<file path="src/rtl/pr_pkg.sv">
`timescale 1ns / 1ps
// Shared constants and types for the partition rank block.
// Used by pr_table, pr_walk and partition_rank; depends on nothing.
package pr_pkg;

    localparam int MAX_N       = 256;
    localparam int STORE_DEPTH = 256;
    localparam int PART_W      = 9;
    localparam int TOTAL_W     = 10;
    localparam int CNT_W       = 9;
    localparam int RANK_W      = 56;
    localparam int IDX_W       = $clog2(MAX_N);
    localparam int TBL_AW      = 2 * IDX_W;
    localparam int STORE_AW    = $clog2(STORE_DEPTH);
    localparam int TOTAL_MAX   = (1 << TOTAL_W) - 1;

    typedef logic [RANK_W-1:0] rank_t;

    typedef struct packed {
        logic              rd;
        logic [PART_W-1:0] row;
        logic [PART_W-1:0] col;
    } tbl_req_t;

    typedef struct packed {
        logic  vld;
        rank_t rank;
        logic  too_large;
    } res_t;

endpackage

</file>
<file path="src/rtl/pr_walk.sv">
`timescale 1ns / 1ps
// Part store and ranking walk: buffers the parts of one partition, then steps
// through them and accumulates count table entries. Depends on pr_pkg.
module pr_walk (
    input  logic                      clk,
    input  logic                      rst_n,
    input  logic                      tbl_ready,
    input  logic                      in_valid,
    output logic                      in_stall,
    input  logic [pr_pkg::PART_W-1:0] part_value,
    input  logic                      last_part,
    output pr_pkg::tbl_req_t          tbl_req,
    input  pr_pkg::rank_t             tbl_rdata,
    output pr_pkg::res_t              res,
    input  logic                      res_take
);

    localparam logic [2:0] W_IDLE  = 3'd0;
    localparam logic [2:0] W_PREAD = 3'd1;
    localparam logic [2:0] W_PLOAD = 3'd2;
    localparam logic [2:0] W_JLOOP = 3'd3;
    localparam logic [2:0] W_DONE  = 3'd4;

    logic [pr_pkg::PART_W-1:0]  store_mem [0:pr_pkg::STORE_DEPTH-1];
    logic [pr_pkg::PART_W-1:0]  store_rdata_reg;

    logic [2:0]                 state_reg, state_next;
    logic [pr_pkg::CNT_W-1:0]   cnt_reg, cnt_next;
    logic [pr_pkg::TOTAL_W-1:0] total_reg, total_next;
    logic [pr_pkg::CNT_W-1:0]   k_reg, k_next;
    logic [pr_pkg::PART_W-1:0]  lower_reg, lower_next;
    logic [pr_pkg::PART_W-1:0]  rem_reg, rem_next;
    logic [pr_pkg::PART_W-1:0]  p_reg, p_next;
    logic [pr_pkg::PART_W-1:0]  j_reg, j_next;
    pr_pkg::rank_t              acc_reg, acc_next;
    logic                       too_reg, too_next;
    logic                       lk_vld_reg, lk_vld_next;
    logic                       lk_one_reg, lk_one_next;
    logic                       lk_zero_reg, lk_zero_next;

    logic                       accept;
    logic                       nz;
    logic [pr_pkg::TOTAL_W:0]   tot_sum;
    logic [pr_pkg::TOTAL_W-1:0] tot_new;
    logic [pr_pkg::CNT_W-1:0]   cnt_new;
    logic                       too;
    logic                       store_we;
    logic                       store_re;
    logic [pr_pkg::PART_W-1:0]  src;
    logic [pr_pkg::CNT_W-1:0]   k_inc;
    pr_pkg::rank_t              lk_val;

    always_comb
    begin
        in_stall = !(tbl_ready && (state_reg == W_IDLE));
        accept   = in_valid && !in_stall;
        nz       = (part_value != '0);
        tot_sum  = {1'b0, total_reg} + {2'b00, part_value};
        if (tot_sum > (pr_pkg::TOTAL_W+1)'(pr_pkg::TOTAL_MAX))
        begin
            tot_new = pr_pkg::TOTAL_W'(pr_pkg::TOTAL_MAX);
        end
        else
        begin
            tot_new = tot_sum[pr_pkg::TOTAL_W-1:0];
        end
        if (nz && (cnt_reg <= pr_pkg::CNT_W'(pr_pkg::STORE_DEPTH)))
        begin
            cnt_new = cnt_reg + 9'd1;
        end
        else
        begin
            cnt_new = cnt_reg;
        end
        too      = (tot_new > pr_pkg::TOTAL_W'(pr_pkg::MAX_N))
                   || (cnt_new > pr_pkg::CNT_W'(pr_pkg::STORE_DEPTH));
        store_we = accept && nz && (cnt_reg < pr_pkg::CNT_W'(pr_pkg::STORE_DEPTH));
        store_re = (state_reg == W_PREAD);

        src          = rem_reg - j_reg;
        lk_one_next  = (src == '0);
        lk_zero_next = !lk_one_next && (j_reg > src);
        k_inc        = k_reg + 9'd1;

        if (lk_one_reg)
        begin
            lk_val = pr_pkg::rank_t'(1);
        end
        else if (lk_zero_reg)
        begin
            lk_val = '0;
        end
        else
        begin
            lk_val = tbl_rdata;
        end

        state_next  = state_reg;
        cnt_next    = cnt_reg;
        total_next  = total_reg;
        k_next      = k_reg;
        lower_next  = lower_reg;
        rem_next    = rem_reg;
        p_next      = p_reg;
        j_next      = j_reg;
        too_next    = too_reg;
        lk_vld_next = 1'b0;
        acc_next    = lk_vld_reg ? (acc_reg + lk_val) : acc_reg;
        tbl_req     = '{rd: 1'b0, row: src, col: j_reg};

        case (state_reg)
            W_IDLE:
            begin
                if (accept)
                begin
                    cnt_next   = cnt_new;
                    total_next = tot_new;
                    if (last_part)
                    begin
                        too_next   = too;
                        acc_next   = '0;
                        k_next     = '0;
                        lower_next = 9'd1;
                        rem_next   = tot_new[pr_pkg::PART_W-1:0];
                        if (too || (cnt_new == '0))
                        begin
                            state_next = W_DONE;
                        end
                        else
                        begin
                            state_next = W_PREAD;
                        end
                    end
                end
            end
            W_PREAD:
            begin
                state_next = W_PLOAD;
            end
            W_PLOAD:
            begin
                p_next     = store_rdata_reg;
                j_next     = lower_reg;
                state_next = W_JLOOP;
            end
            W_JLOOP:
            begin
                if (j_reg < p_reg)
                begin
                    tbl_req.rd  = 1'b1;
                    lk_vld_next = 1'b1;
                    j_next      = j_reg + 9'd1;
                end
                else
                begin
                    lower_next = p_reg;
                    rem_next   = (p_reg <= rem_reg) ? (rem_reg - p_reg) : '0;
                    k_next     = k_inc;
                    state_next = (k_inc == cnt_reg) ? W_DONE : W_PREAD;
                end
            end
            W_DONE:
            begin
                if (res_take)
                begin
                    cnt_next   = '0;
                    total_next = '0;
                    state_next = W_IDLE;
                end
            end
            default:
            begin
                state_next = W_IDLE;
            end
        endcase

        res.vld       = (state_reg == W_DONE);
        res.rank      = too_reg ? '0 : acc_reg;
        res.too_large = too_reg;
    end

    always_ff @(posedge clk or negedge rst_n)
    begin
        if (!rst_n)
        begin
            state_reg  <= W_IDLE;
            cnt_reg    <= '0;
            total_reg  <= '0;
            lk_vld_reg <= 1'b0;
        end
        else
        begin
            state_reg  <= state_next;
            cnt_reg    <= cnt_next;
            total_reg  <= total_next;
            lk_vld_reg <= lk_vld_next;
        end
    end

    always_ff @(posedge clk)
    begin
        k_reg       <= k_next;
        lower_reg   <= lower_next;
        rem_reg     <= rem_next;
        p_reg       <= p_next;
        j_reg       <= j_next;
        acc_reg     <= acc_next;
        too_reg     <= too_next;
        lk_one_reg  <= lk_one_next;
        lk_zero_reg <= lk_zero_next;
    end

    always_ff @(posedge clk)
    begin
        if (store_we)
        begin
            store_mem[cnt_reg[pr_pkg::STORE_AW-1:0]] <= part_value;
        end
        if (store_re)
        begin
            store_rdata_reg <= store_mem[k_reg[pr_pkg::STORE_AW-1:0]];
        end
    end

endmodule

</file>
<file path="config.mk">
export PLATFORM = sky130hd
export DESIGN_NAME = pr_walk
export DESIGN_NICKNAME = d
export VERILOG_FILES = /design/src/rtl/pr_pkg.sv /design/src/rtl/pr_walk.sv
export SDC_FILE = /design/constraint.sdc
export NUM_CORES = 2
export LEC_CHECK = 0
export BUFFER_PORTS_ARGS = -buffer_cell sky130_fd_sc_hd__buf_2
export CORE_ASPECT_RATIO = 0.75
export CORE_MARGIN = 4
export CORE_UTILIZATION = 62
export DETAILED_ROUTE_END_ITERATION = 6
export GPL_TIMING_DRIVEN = 0
export HOLD_SLACK_MARGIN = 0.03
export PLACE_DENSITY = 0.79
export SYNTH_ARGS = -nofsm -noshare
export SYNTH_HDL_FRONTEND = slang
export SYNTH_SLANG_ARGS = --single-unit
</file>
<file path="constraint.sdc">
create_clock -name clk -period 4.2 [get_ports clk]
set_clock_uncertainty 0.05 [all_clocks]
set_input_delay 0.42 -clock clk [delete_from_list [all_inputs] [get_ports clk]]
set_output_delay 0.42 -clock clk [all_outputs]
set_load 0.01 [all_outputs]
</file>
==> metrics.md <==
| Metric | Value |
|---|---|
| Status | `complete, but fails checks` |
| Failing checks | `capacitance limit, slew limit, setup timing` |
| Die ar. | `roughly 0.17 sq mm` |
| Syn Std Cell Area | `~0.1 sq mm` |
| Largest cells by area after synthesis | `edfxtp_1, mux4_2, nor2_1, ha_1, dfxtp_1` |
| Headroom to the max-slew limit | `-13.9%` |
| Worst Path Max Fanout | `10` |
| Detailed placement HPWL | `roughly 170000 microns` |
| Worst R2R Path Depth | `6` |
| Final WL | `about 280000 microns` |
| Largest net degree at the start of global routing | `between 150 and 200` |
| Max VDD drop | `568 uV` |
| Max_cap viols | `11` |
| Number of flops mapped to enable cells by yosys | `2359` |
| Post-route ant nets | `0` |
| Avg WL per Cell | `37.5 microns` |
| First-pass GRT wire length | `roughly 400000 microns` |
| Seq/Total Area, Yosys | `between 70% and 80%` |
| DR vias | `approximately 55000` |
| Layout cells sized above 1 | `28.7%` |
| Synth Area per Inst | `between 20 and 25 sq um` |
| Placement Rows | `between 100 and 150` |
| Final period utilization | `107%` |
| # DRC | `0` |
| Period minus WS final | `between 4 and 5 ns` |
| Top FF cell, synth | `edfxtp_1` |
| Slew @ Worst Pin | `1.71 ns` |
| Slew Viols, Final | `91` |
| Max Freq | `between 0.2 and 0.25 GHz` |
| Root buffer cell | `clkbuf_16` |
| CTS sink count | `2440` |
| R2r startpoint | `cnt_reg[3]` |
| Num CTS Buffers | `roughly 210` |
| Clock-pin slew on the worst setup and hold paths | `0.07 ns` |
| CP Data Required Time | `about 4.6 ns` |
| R2r setup slk | `-0.29 ns` |
| Overall routing resource usage | `between 30% and 40%` |
| Async S/R FF share, synth | `0.943%` |
| Pre-Repair DR Iteration Count | `7` |
| CP Class | `flip-flop to flip-flop` |
| Critical Path End Type | `flip-flop` |
| Total power | `just under 0.08 W` |
| Initial antenna violation count | `24` |
| Clock Latency Late Sink | `about 0.85 ns` |
| Reg2reg end | `store_mem[73][2]` |
| Non-Filler Instances | `roughly 7600` |
| Vias/cell | `7.27` |
| Placed Cells | `~7100` |
| CP arrival | `between 4 and 5 ns` |
| Initial detailed-routing violation count | `a little over 10000` |
| CTS max path bufs | `3` |
| H-tree Lvls | `4` |
| YS warnings | `0` |
| Final setup viols | `871` |
| FF+latch count, synth | `between 2000 and 2500` |
| Vert. Die Dim | `about 350 microns` |
| Largest register FFs | `2304` |
| Nets | `approximately 5400` |
| Syn Nets | `5043` |
| Ports | `149` |
| CP Launch Point | `cnt_reg[3]` |
| Global route overflow | `0` |
| Library cells used by synthesis | `74` |
| Syn Inst Count | `between 4000 and 5000` |
| Initial Util | `62.7%` |
| RSZ-0062 raised after global routing | `yes` |
| Critical Path End | `store_mem[73][2]` |
| Synth top area share | `roughly 71%` |
| Worst min path class | `primary input to flip-flop` |
| IO buf count | `~150` |
| Chip Width | `around 470 microns` |
| Final Worst Setup Slack | `-0.293 ns` |
| Vias in the first global route | `~53000` |
| Final Hold Fails | `0` |
| Gpl congestion | `about 0.93` |
| Area leader, netlist | `edfxtp_1` |
| P&R area growth vs syn | `12.2%` |
| Core area | `~0.16 sq mm` |
| Worst setup SP type | `flip-flop` |
| Power Dens Cells | `approximately 700 mW/mm^2` |
| CTS tree | `done` |
| Leakage | `around 36 nW` |
-- cell type report --
| type | count | area, sq um |
|---|---|---|
| diodes | 14 | 35.0 |
| plain buffers | 264 | 1460 |
| clock buffers | 256 | 5510 |
| clock inverters | 135 | 1260 |
| fillers | 9046 | 46800 |
| inverters | 69 | 259 |
| multi-input cells | 2089 | 26100 |
| flip-flops and latches | 2440 | 72600 |
| well taps | 2112 | 2640 |
| repair buffers | 196 | 1630 |
-- report_power, final --
group / switching (W) / total [W] / internal (W)
sequential: 0.000540 / 0.0281 / 0.0276
clock: 0.00918 / 0.0197 / 0.0105
combinational: 0.0177 / 0.0299 / 0.0122
-- worst min-delay path by stage --
stage / start / end / slack (ns) / depth (start not counted)
detailed placement: store_rdata_reg[2] / p_reg[2] / 0.35 / 0
finish: part_value[8] / store_mem[65][8] / 0.03 / 1
CTS: part_value[6] / store_mem[12][6] / 0.04 / 2
global route: part_value[0] / store_mem[241][0] / 0.05 / 1
global placement: store_rdata_reg[6] / p_reg[6] / 0.36 / 0
floorplan: rst_n / cnt_reg[0] / 0.07 / 0
-- cell families after synthesis --
family          synth area share (%)
compound gates                  2.05
xor+xnor                       0.820
fa+ha+maj                       1.39
buf+inv                         1.30
flops                           73.1
mux                             17.9
simple gates                    3.50
-- per-stage QoR --
stage	instance area, sq um	setup slack, ns	hold slack, ns	setup TNS, ns	utilization (%)
floorplan	99300	0.674	0.0744	0	-
global placement	103000	-4.50	0.357	-	64.9
detailed placement	103000	-1.74	0.355	-1891.52	65.2
CTS	111000	-0.292	0.0359	-227.09	70.0
global route	111000	-0.263	0.0536	-87.47	70.4
finish	111000	-0.293	0.0334	-94.24	70.4
-- routing by layer --
| layer | global-route usage (%) | vias to the layer above | routed length (microns) |
|---|---|---|---|
| met2 | 49.0 | 5340 | 128000 |
| met4 | 14.1 | 16 | 12500 |
| met3 | 12.3 | 735 | 45300 |
| met5 | 1.15 | - | 255 |
| li1 | - | 20836 | - |
| met1 | 48.3 | 28172 | 98200 |
-- worst max-delay path, cell delays in order, from the launching register on --
cell	delay (ns)
dfrtp_1	0.34
buf_6	0.14
clkbuf_1	0.37
nor2b_1	0.36
nand2_1	0.89
clkbuf_1	0.89
nor2_1	1.02
-- timing repair --
| item | 4_1_cts | 5_1_grt |
|---|---|---|
| pin swaps | 1 | 16 |
| setup endpoints to repair | 1430 | 1994 |
| cloned | 0 | 0 |
| hold endpoints to repair | 282 | 0 |
| gates resized for setup | 305 | 167 |
| buffers inserted | 1 | 17 |
| hold buffers | 14 | 0 |
-- Yosys cell counts, types with 13 or more instances --
cell,number
nor3_1,23
nand2_1,114
dfrtp_1,23
xor2_1,36
a21o_1,38
buf_2,13
dfxtp_1,58
and2_1,58
o21ai_0,79
o21bai_1,14
nor2_1,370
inv_1,68
clkbuf_1,190
mux2i_1,49
a21oi_1,94
nand3_1,29
mux4_2,765
xnor2_1,57
edfxtp_1,2359
nand4_1,21
ha_1,104
nor2b_1,70
buf_1,60
-- cell usage in the layout, fill, tap and decap left out, types with 28 or more instances in the layout --
master | Yosys | routed
mux2i_1 | 49 | 49
nand2_1 | 114 | 113
inv_1 | 68 | 68
xnor2_1 | 57 | 57
clkbuf_1 | 190 | 148
nor2_1 | 370 | 240
clkbuf_2 | 0 | 61
edfxtp_1 | 2359 | 2359
buf_4 | 2 | 29
buf_2 | 13 | 162
xor2_1 | 36 | 36
nor2b_1 | 70 | 70
mux4_2 | 765 | 765
o21ai_0 | 79 | 77
clkbuf_16 | 0 | 213
a21o_1 | 38 | 38
nor2_4 | 0 | 43
a21oi_1 | 94 | 91
clkinv_1 | 1 | 43
and2_1 | 58 | 58
clkinv_2 | 0 | 41
dfxtp_1 | 58 | 58
ha_1 | 104 | 104
nand3_1 | 29 | 28
nor2_2 | 0 | 87
(Power assumes the default switching activity.)
